<file path="config.mk">
export PLATFORM = sky130hd
export DESIGN_NAME = number_to_word_tokens
export DESIGN_NICKNAME = d
export VERILOG_FILES = /design/src/rtl/nwt_pkg.sv /design/src/rtl/nwt_bcd.sv /design/src/rtl/number_to_word_tokens.sv
export SDC_FILE = /design/constraint.sdc
export NUM_CORES = 1
export LEC_CHECK = 0
export BUFFER_PORTS_ARGS = -buffer_cell sky130_fd_sc_hd__buf_2
export CORE_MARGIN = 4
export CORE_UTILIZATION = 45
export DETAILED_ROUTE_END_ITERATION = 7
export PLACE_DENSITY_LB_ADDON = 0.3
export SETUP_SLACK_MARGIN = 0.1
export SYNTH_ARGS = -nofsm -noshare
export SYNTH_HDL_FRONTEND = slang
export SYNTH_HIERARCHICAL = 1
export SYNTH_SLANG_ARGS = --single-unit
</file>
<file path="constraint.sdc">
create_clock -name clk -period 5.1 [get_ports clk]
set_input_delay 0.255 -clock clk [delete_from_list [all_inputs] [get_ports clk]]
set_output_delay 0.255 -clock clk [all_outputs]
set_load 0.005 [all_outputs]
</file>
<file path="src/rtl/nwt_pkg.sv">
// Shared token codes, sizes and helpers for the number-to-word token block.
`default_nettype none

package nwt_pkg;

	// Token word type and codes
	typedef logic [4:0] word_t;

	localparam word_t TOK_ZERO      = 5'd0;
	localparam word_t TOK_TEEN_BASE = 5'd10;
	localparam word_t TOK_TENS_BASE = 5'd18;
	localparam word_t TOK_HUNDRED   = 5'd28;

	// Sizes
	localparam int VALUE_BITS_DEF = 31;
	localparam int MAX_TOKENS     = 16;
	localparam int GROUP_DIGITS   = 12;	// billion, million, thousand, unit groups

	// Decimal digits needed to hold a binary number of the given width
	function automatic int bcd_digits(input int bits);
		return (bits * 301) / 1000 + 1;
	endfunction

endpackage

`default_nettype wire

</file>
<file path="src/rtl/nwt_bcd.sv">
// Iterative shift-and-add-3 binary to BCD converter, one bit per cycle.
`default_nettype none

module nwt_bcd
	import nwt_pkg::*;
#(
	parameter int VALUE_BITS = VALUE_BITS_DEF,
	parameter int NDIG       = bcd_digits(VALUE_BITS_DEF)
) (
	input  wire logic                  clk,
	input  wire logic                  arst_n,
	input  wire logic                  load,
	input  wire logic [VALUE_BITS-1:0] bin,
	output logic                       done,
	output logic [NDIG*4-1:0]          bcd
);

	localparam int CNT_W = $clog2(VALUE_BITS + 1);

	logic [VALUE_BITS-1:0] bin_q;
	logic [NDIG*4-1:0]     bcd_q;
	logic [NDIG*4-1:0]     adj;
	logic [CNT_W-1:0]      cnt_q;
	logic                  run_q;
	logic                  done_q;

	// Add 3 to every digit of five or more before the shift
	always_comb begin
		for (int i = 0; i < NDIG; i++) begin
			if (bcd_q[i*4 +: 4] >= 4'd5) begin
				adj[i*4 +: 4] = bcd_q[i*4 +: 4] + 4'd3;
			end else begin
				adj[i*4 +: 4] = bcd_q[i*4 +: 4];
			end
		end
	end

	// Control: bit counter and completion pulse
	always_ff @(posedge clk or negedge arst_n) begin
		if (!arst_n) begin
			run_q  <= 1'b0;
			done_q <= 1'b0;
			cnt_q  <= '0;
		end else begin
			done_q <= 1'b0;
			if (load) begin
				run_q <= 1'b1;
				cnt_q <= CNT_W'(VALUE_BITS);
			end else if (run_q) begin
				cnt_q <= cnt_q - 1'b1;
				if (cnt_q == CNT_W'(1)) begin
					run_q  <= 1'b0;
					done_q <= 1'b1;
				end
			end
		end
	end

	// Datapath: shift binary MSB into BCD
	always_ff @(posedge clk) begin
		if (load) begin
			bin_q <= bin;
			bcd_q <= '0;
		end else if (run_q) begin
			bin_q <= bin_q << 1;
			bcd_q <= {adj[NDIG*4-2:0], bin_q[VALUE_BITS-1]};
		end
	end

	assign done = done_q;
	assign bcd  = bcd_q;

endmodule

`default_nettype wire

</file>
<file path="src/rtl/number_to_word_tokens.sv">
// Top level: spells a binary number as a run of English word tokens.
//
// A number is taken when start is high and busy is low; busy then stays high
// until the spelling is finished. The block first converts the number to
// decimal in a shift-and-add-3 unit, one bit per cycle, then walks the
// billion, million, thousand and unit groups with a small sequencer of up
// to five steps per group, giving at most one token per cycle. Each token
// beat is shown on word and last_word for exactly one cycle, marked by
// valid; the receiver cannot stall it, so it must take every beat as it
// comes. last_word is high on the final token, and at most 16 tokens are
// given.
`default_nettype none

module number_to_word_tokens
	import nwt_pkg::*;
#(
	parameter int VALUE_BITS = VALUE_BITS_DEF
) (
	input  wire logic                  clk,
	input  wire logic                  arst_n,
	input  wire logic                  start,
	output logic                       busy,
	input  wire logic [VALUE_BITS-1:0] value,
	output logic                       valid,
	output logic [4:0]                 word,
	output logic                       last_word
);

	localparam int NDIG    = bcd_digits(VALUE_BITS);
	localparam int GRP_W   = GROUP_DIGITS * 4;
	localparam int TCNT_W  = $clog2(MAX_TOKENS);

	// Sequencer states
	localparam logic [1:0] S_IDLE  = 2'd0;
	localparam logic [1:0] S_CONV  = 2'd1;
	localparam logic [1:0] S_EMIT  = 2'd2;
	localparam logic [1:0] S_FLUSH = 2'd3;

	// Steps within one group
	localparam logic [2:0] P_HDIG  = 3'd0;
	localparam logic [2:0] P_HWORD = 3'd1;
	localparam logic [2:0] P_TENS  = 3'd2;
	localparam logic [2:0] P_UNITS = 3'd3;
	localparam logic [2:0] P_SCALE = 3'd4;

	logic [1:0]        state_q;
	logic [1:0]        g_q;
	logic [2:0]        ph_q;
	logic [TCNT_W-1:0] cnt_q;
	word_t             pend_q;
	logic              pend_v_q;
	logic              valid_q;
	word_t             word_q;
	logic              last_q;

	logic              load;
	logic              bcd_done;
	logic [NDIG*4-1:0] bcd;
	logic [GRP_W-1:0]  bcd_all;
	logic [11:0]       grp;
	logic [3:0]        dh;
	logic [3:0]        dt;
	logic [3:0]        du;
	logic              grp_nz;
	logic              tok_v;
	word_t             tok;
	logic              grp_end;

	assign busy = (state_q != S_IDLE);
	assign load = start && !busy;

	nwt_bcd #(
		.VALUE_BITS(VALUE_BITS),
		.NDIG      (NDIG)
	) u_bcd (
		.clk   (clk),
		.arst_n(arst_n),
		.load  (load),
		.bin   (value),
		.done  (bcd_done),
		.bcd   (bcd)
	);

	// Current group's digits
	assign bcd_all = GRP_W'(bcd);
	assign grp     = bcd_all[g_q*12 +: 12];
	assign dh      = grp[11:8];
	assign dt      = grp[7:4];
	assign du      = grp[3:0];
	assign grp_nz  = (grp != 12'd0);

	// Token for the current step, if any
	always_comb begin
		tok_v = 1'b0;
		tok   = TOK_ZERO;
		unique case (ph_q)
			P_HDIG: begin
				tok_v = (dh != 4'd0);
				tok   = {1'b0, dh};
			end
			P_HWORD: begin
				tok_v = (dh != 4'd0);
				tok   = TOK_HUNDRED;
			end
			P_TENS: begin
				if (dt >= 4'd2) begin
					tok_v = 1'b1;
					tok   = TOK_TENS_BASE + {1'b0, dt};
				end else if (dt == 4'd1) begin
					tok_v = 1'b1;
					tok   = TOK_TEEN_BASE + {1'b0, du};
				end else begin
					tok_v = (du != 4'd0);
					tok   = {1'b0, du};
				end
			end
			P_UNITS: begin
				tok_v = (dt >= 4'd2) && (du != 4'd0);
				tok   = {1'b0, du};
			end
			P_SCALE: begin
				tok_v = (g_q != 2'd0);
				tok   = TOK_HUNDRED + {3'b000, g_q};
			end
			default: begin
				tok_v = 1'b0;
				tok   = TOK_ZERO;
			end
		endcase
		if (!grp_nz) begin
			tok_v = 1'b0;
		end
	end

	assign grp_end = (ph_q == P_SCALE) || !grp_nz;

	// Sequencer: one token held back so the last one can be flagged
	always_ff @(posedge clk or negedge arst_n) begin
		if (!arst_n) begin
			state_q  <= S_IDLE;
			g_q      <= '0;
			ph_q     <= P_HDIG;
			cnt_q    <= '0;
			pend_v_q <= 1'b0;
			valid_q  <= 1'b0;
		end else begin
			valid_q <= 1'b0;
			unique case (state_q)
				S_IDLE: begin
					if (load) begin
						state_q <= S_CONV;
					end
				end
				S_CONV: begin
					if (bcd_done) begin
						if (bcd == '0) begin
							valid_q <= 1'b1;
							state_q <= S_IDLE;
						end else begin
							g_q      <= 2'd3;
							ph_q     <= P_HDIG;
							cnt_q    <= '0;
							pend_v_q <= 1'b0;
							state_q  <= S_EMIT;
						end
					end
				end
				S_EMIT: begin
					if (grp_end) begin
						ph_q <= P_HDIG;
						if (g_q == 2'd0) begin
							state_q <= S_FLUSH;
						end else begin
							g_q <= g_q - 1'b1;
						end
					end else begin
						ph_q <= ph_q + 1'b1;
					end
					if (tok_v) begin
						pend_v_q <= 1'b1;
						if (pend_v_q) begin
							valid_q <= 1'b1;
							cnt_q   <= cnt_q + 1'b1;
							if (cnt_q == TCNT_W'(MAX_TOKENS - 1)) begin
								state_q <= S_IDLE;
							end
						end
					end
				end
				S_FLUSH: begin
					valid_q <= 1'b1;
					state_q <= S_IDLE;
				end
				default: begin
					state_q <= S_IDLE;
				end
			endcase
		end
	end

	// Token payload and last flag
	always_ff @(posedge clk) begin
		unique case (state_q)
			S_CONV: begin
				word_q <= TOK_ZERO;
				last_q <= 1'b1;
			end
			S_EMIT: begin
				if (tok_v) begin
					pend_q <= tok;
					word_q <= pend_q;
					last_q <= (cnt_q == TCNT_W'(MAX_TOKENS - 1));
				end
			end
			S_FLUSH: begin
				word_q <= pend_q;
				last_q <= 1'b1;
			end
			default: begin
				word_q <= word_q;
				last_q <= last_q;
			end
		endcase
	end

	assign valid     = valid_q;
	assign word      = word_q;
	assign last_word = last_q;

endmodule

`default_nettype wire

</file>
Word level (Yosys, flattened, before mapping)
Index checks and enable logic that the tools add are counted.

operators by class
  add/subtract/negate cells = 17
  multipliers = 1
  magnitude comparators = 11
  equal/unequal tests = 17
  shifts and indexed selects = 1
  muxes and demuxes = 63
  reduce and logical (&&, ||, !) cells = 28

operators with widths
  operator             number
  $mux 31              2
  $mux 4               13
  $shiftx 48x7->12     1
  $ge 4x3->1 const B   10
  $logic_not 40->1     1
  $add 4x2->4 const B  9
  $mux 5               5
  $pmux 5 s5           1
  $mux 2               12
  $mux 1               17
  $pmux 5 s3           1
  $mux 3               4
  $ne 2x2->1 const B   6
  $reduce_bool 12->1   1
  $reduce_and 5->1     2
  $reduce_bool 2->1    5
  $pmux 2 s4           1
  $pmux 4 s2           1
  $reduce_and 2->1     4
  $reduce_bool 4->1    2
  $eq 3x2->1 const B   2
  $pmux 3 s2           1
  $add 4x4->5 const A  1
  $add 5x4->5 const A  1
  other kinds (29)     35

storage, ports and cells
  bits in registers = 102
  input port bits = 34
  output and inout port bits = 8

Longest topological paths before layout
  depth after elaboration = 10
  gate-level depth with buffers = 10

By module
Netlist, hierarchy kept.

modules (own cells, without submodules)
  module                 instances  cells each  area an instance (µm²)
  nwt_bcd                1          393         4,010.1
  number_to_word_tokens  1          199         1,883.1

Least setup slack after synthesis
Ideal clock, no wire load.

  path kind = reg2reg
  start = reg state_q[1]
  end = reg u_bcd.bin_q[0] (enable)
  library setup time = 0.374 ns
  arrival time = 2.017 ns
  data required time = 4.726 ns
  slack = 2.709 ns
  cell stages (with the launch flop) = 7
  path buffers = 3
  cell sequence = dfrtp_1 > clkbuf_1 > or2_2 > nor2_1 > buf_2 > clkbuf_1 > or2_2

on the way
  word-level cells in the longest chain between the ends = 4

ends and longest elaborated chain
  item                         line                          source
  start: declaration           number_to_word_tokens.sv:46   logic [1:0] state_q;
  start signal: assignment     number_to_word_tokens.sv:140  state_q <= S_IDLE;
  start signal: assignment     number_to_word_tokens.sv:151  state_q <= S_CONV;
  start signal: assignment     number_to_word_tokens.sv:158  state_q <= S_IDLE;
  $reduce_bool 2->1            number_to_word_tokens.sv:69   assign busy = (state_q != S_IDLE);
  via busy                     number_to_word_tokens.sv:22   output logic busy,
  $logic_not 1->1              number_to_word_tokens.sv:70   assign load = start && !busy;
  $logic_and 1x1->1            number_to_word_tokens.sv:70
  via load                     number_to_word_tokens.sv:56   logic load;
  $reduce_bool 2->1 (no line)  -
  end signal: assignment       nwt_bcd.sv:62                 bin_q <= bin;
  end signal: assignment       nwt_bcd.sv:65                 bin_q <= bin_q << 1;
  end: declaration             nwt_bcd.sv:20                 logic [VALUE_BITS-1:0] bin_q;

The timed path passes the listed nets, and every way through them passes these cells.
A chain may end at the register's enable or synchronous reset.

Worst setup path after layout
  start = reg g_q[1]
  end = reg word_q[4] (netlist: word[4]) (enable)

on the way
  word-level cells in the longest chain between the ends = 9

ends and longest elaborated chain
  item                                                 line                          source
  start: declaration                                   number_to_word_tokens.sv:47   logic [1:0] g_q;
  start signal: assignment                             number_to_word_tokens.sv:174  g_q <= g_q - 1'b1;
  branches (longest 6 deep; another with $mul 2x2->4)  -
  $mux 1 (*)                                           number_to_word_tokens.sv:130  if (!grp_nz) begin
  $ne 2x2->1 (no line) (*)                             -
  $reduce_and 2->1 (no line) (*)                       -
  end signal: assignment                               number_to_word_tokens.sv:211  word_q <= pend_q;
  end signal: assignment                               number_to_word_tokens.sv:216  word_q <= pend_q;
  end signal: assignment                               number_to_word_tokens.sv:220  word_q <= word_q;
  end: declaration                                     number_to_word_tokens.sv:53   word_t word_q;

Every way passes the cells marked *.

==> impl_metrics.toml <==
[yosys]
ys_ff_latch = 102
netlist_area_sq_mm = 0.005893
ys_seq_area_frac = 0.4348
yosys_most_used_dff = "edfxtp_1"
muxShareOfSynthArea = 0.09299
async_reset_ff_frac = 0.1961
synth.avg_cell_area_sq_um = 9.955
synth_top_family_by_area = "compound AO/OA/AOI/OAI gates"
yosysUniqueCellTypes = 64
synth_xor_area_frac = 0.008917
syn_inst = 592
yosysWarnings = 6
synth-edff-count = 42
synthAdderAreaFrac = 0.06582
synthSimpleGateAreaFrac = 0.1493
synth_fp_nets = 657
synth-compound-area-share = 0.1894

[floorplan]
rows = 41
dieWidth_microns = 122.4
die_h_microns = 122.4
ios = 42
core_sq_mm = 0.01272
dieArea_sq_mm = 0.01499
start_util = 0.4632

[route]
vias = 4675
drt_iter0_drc = 300
wl_mm = 13.24
postRouteAntennaNets = 0
route.detailed.drc = 0
wl_per_cell_microns = 16.65
drt_pre_antenna_iters = 7
viasPerCell = 5.881

[power]
pwr-share-comb = 0.429
p_switching_mw = 1.680
p_seq_frac = 0.395
p_clk_frac = 0.176
p_sw_frac = 0.4012
intPower_mw = 2.508
power_density_mw_per_mm2 = 643.3
leakage_nw = 2.486
ir_drop_v = 0.0003209

[worst_setup_path]
cpMaxStageDelayCell = "dfrtp_1"
r2r_start = "g_q[1]"
path_class = "reg -> reg"
max_stage_delay_ps = 750
arrival_ps = 3460
worstSetupEndpointType = "flip-flop"
crit_chain = "nor2b_1 -> o2bb2ai_1 -> nor4_1 -> o32ai_1 -> o31ai_2 -> o21bai_1"
r2r_cells = 6
worstPathRequired_ps = 5140
cp_max_fo = 14
rrSetupSlack_ps = 1680
r2r_end = "word[4]"
crit_path_start_kind = "flip-flop"

[layout]
antenna_cells = 0
stdcell_area_sq_mm = 0.006511
drive_gt1_frac = 0.1894
nets = 683
areaGrowthSynthToFinish_pct = 10.49
post-route-util = 0.5118

[cts]
cts.sinks = 102
cts_buffers = 9
cts_setup_buffers = 0
cts.path.max_buffers = 2
cts.repair.resized = 0
cts-hold-fix-buffers = 1
cts_root_buffer = "clkbuf_16"
clk_pin_slew_ps = 70
cts_tree = "yes"
clkLatencyLatePin_ps = 350
cts-htree-levels = 3

[placed_design]
place_congestion = 0.9131
dpl_cell_area_sq_mm = 0.006178
place.detailed.hpwl_mm = 9.316
post-place-ws_ps = 1740
numPortBuffers = 41

[sta]
setup_viol = 0
fmax_ghz = 0.2926
slew_violations = 0
rsz0062_at_grt = "no"
fin_skew_ps = 11.69
holdWs_ps = 185.6
period_share = 0.6701
fin_setup_tns_ps = 0
setup_ws_ps = 1682
finalCriticalPeriod_ps = 3418
tightest_slew_ps = 831.9
relSlewSlack = 0.4403
final_hold_viol_count = 0

[run]
maxCapViolCount = 0

[worst_hold_path]
hold_class = "in -> reg"
min_path_cells = 2
min_to = "u_bcd/bin_q[0]"
min-delay-start = "value[0]"

[global_routing]
antenna_found_initial = 0
grt_max_degree = 81
grt_pass1_wl_mm = 21.94
grt_usage = 0.1832
first_global_vias = 4493
overflow = 0

[run_status]
outcome = "finished clean"
==> power by group through the flow <==
| stage | clock network (mW) | registers, mW | logic, mW |
|---|---|---|---|
| 2_1_floorplan | 0 | 1.50 | 1.50 |
| 4_1_cts | 0.762 | 1.65 | 1.78 |
| 3_3_place_gp | 0 | 1.65 | 1.66 |
| 6_report | 0.739 | 1.65 | 1.80 |
| 5_1_grt | 0.792 | 1.71 | 2.02 |
| 3_5_place_dp | 0 | 1.66 | 1.77 |
==> metal layers <==
metal	track usage	routed length, microns	vias up
li1	-	-	2266
met1	0.2433	5964	2275
met2	0.2996	6425	120
met3	0.04470	657	14
met4	0.05038	193	0
met5	0	0	-
==> state kept, by name (all words and copies together) (netlist names), 3 cells and up <==
name / count
word: 5
u_bcd/cnt_q: 5
pend_q: 5
cnt_q: 4
ph_q: 3
u_bcd/bin_q: 31
u_bcd/bcd: 40
==> area by class of cell <==
class / instances / area, sq um
timing repair buffer: 45 / 237.7
clock buffer: 9 / 225.2
sequential: 102 / 2564
inverter: 48 / 180.2
tap: 172 / 215.2
fill: 1178 / 6211
multi-input combinational: 412 / 2992
clock inverter: 7 / 97.59
==> stage by stage <==
stage	power, mW	instances
final	4.188	795
after detailed placement	3.430	778
after global placement	3.315	778
after global routing	4.522	795
after floorplan	3.002	592
after CTS	4.195	795
==> cells in the mapped netlist (all sizes together) (2+ instances only) <==
cell     count  area share
nor3        13       0.012
nand4b       4      0.0059
o22a         8       0.013
dfrtp       20       0.085
buf         19       0.021
nor3b        2      0.0025
o31ai        3      0.0047
o21bai       2      0.0025
dfxtp       40        0.14
a22oi        2      0.0025
mux2        30       0.057
o311ai       4      0.0059
a31oi        4      0.0042
or3         12       0.013
inv         48       0.031
nor2        23       0.015
nor2b        4      0.0042
and2         6      0.0064
nand2       41       0.026
edfxtp      42        0.21
o22ai        9      0.0096
a21o         3      0.0038
mux2i       12       0.020
ha          31       0.066
nand4        9      0.0096
mux4         4       0.015
o2bb2ai      9       0.013
a21oi       39       0.034
o32ai       10       0.015
a31o         7       0.010
or2          2      0.0021
nor4        14       0.018
clkbuf      11      0.0070
nand3       14       0.012
a311oi       7       0.010
or4b         4      0.0068
nand2b      11       0.012
o21ai       47       0.040
xnor2        5      0.0074
o211ai       4      0.0059
==> how the worst max path moves through the flow <==
stage,from,to,slack (ps),cells past startpoint
2_1_floorplan,state_q[1],u_bcd/bin_q[0],2710,6
6_report,g_q[1],word[4],1680,6
3_3_place_gp,g_q[1],word[2],1890,6
5_1_grt,g_q[1],word[2],1490,6
3_5_place_dp,g_q[1],word[3],1740,6
4_1_cts,g_q[1],word[2],1720,6
==> placed cells by master (no fill, tap or decap), types with 5 or more instances in the layout <==
cell type / n
o2bb2ai_1: 9
xnor2_1: 5
dfrtp_1: 19
o32ai_1: 10
nor2_1: 22
o21ai_1: 18
nand2b_1: 11
o21ai_0: 29
a31o_2: 7
or3_1: 12
nand3_1: 14
buf_2: 41
o22ai_1: 9
nand2_1: 41
and2_1: 6
inv_1: 48
a311oi_1: 7
ha_1: 31
clkbuf_16: 9
nor3_1: 12
a21oi_1: 38
edfxtp_1: 42
mux2i_1: 12
mux2_2: 30
dfxtp_1: 40
nor4_1: 12
o22a_2: 7
nand4_1: 9
==> worst max-delay path: cells and delay by family (launching register included) <==
family / cells / cell delay, ps
AO/OA/AOI/OAI: 4 / 1450
AND/OR/NAND/NOR: 2 / 890
flip-flops: 1 / 750
==> cells by family after synthesis <==
kind of cell             count (synthesis)
AO/OA/AOI/OAI                          167
XOR/XNOR                                 6
adder cells (fa/ha/maj)                 31
buffers and inverters                   78
flip-flops                             102
multiplexers                            46
AND/OR/NAND/NOR                        162
No activity file was read; power rests on OpenSTA's default activity.
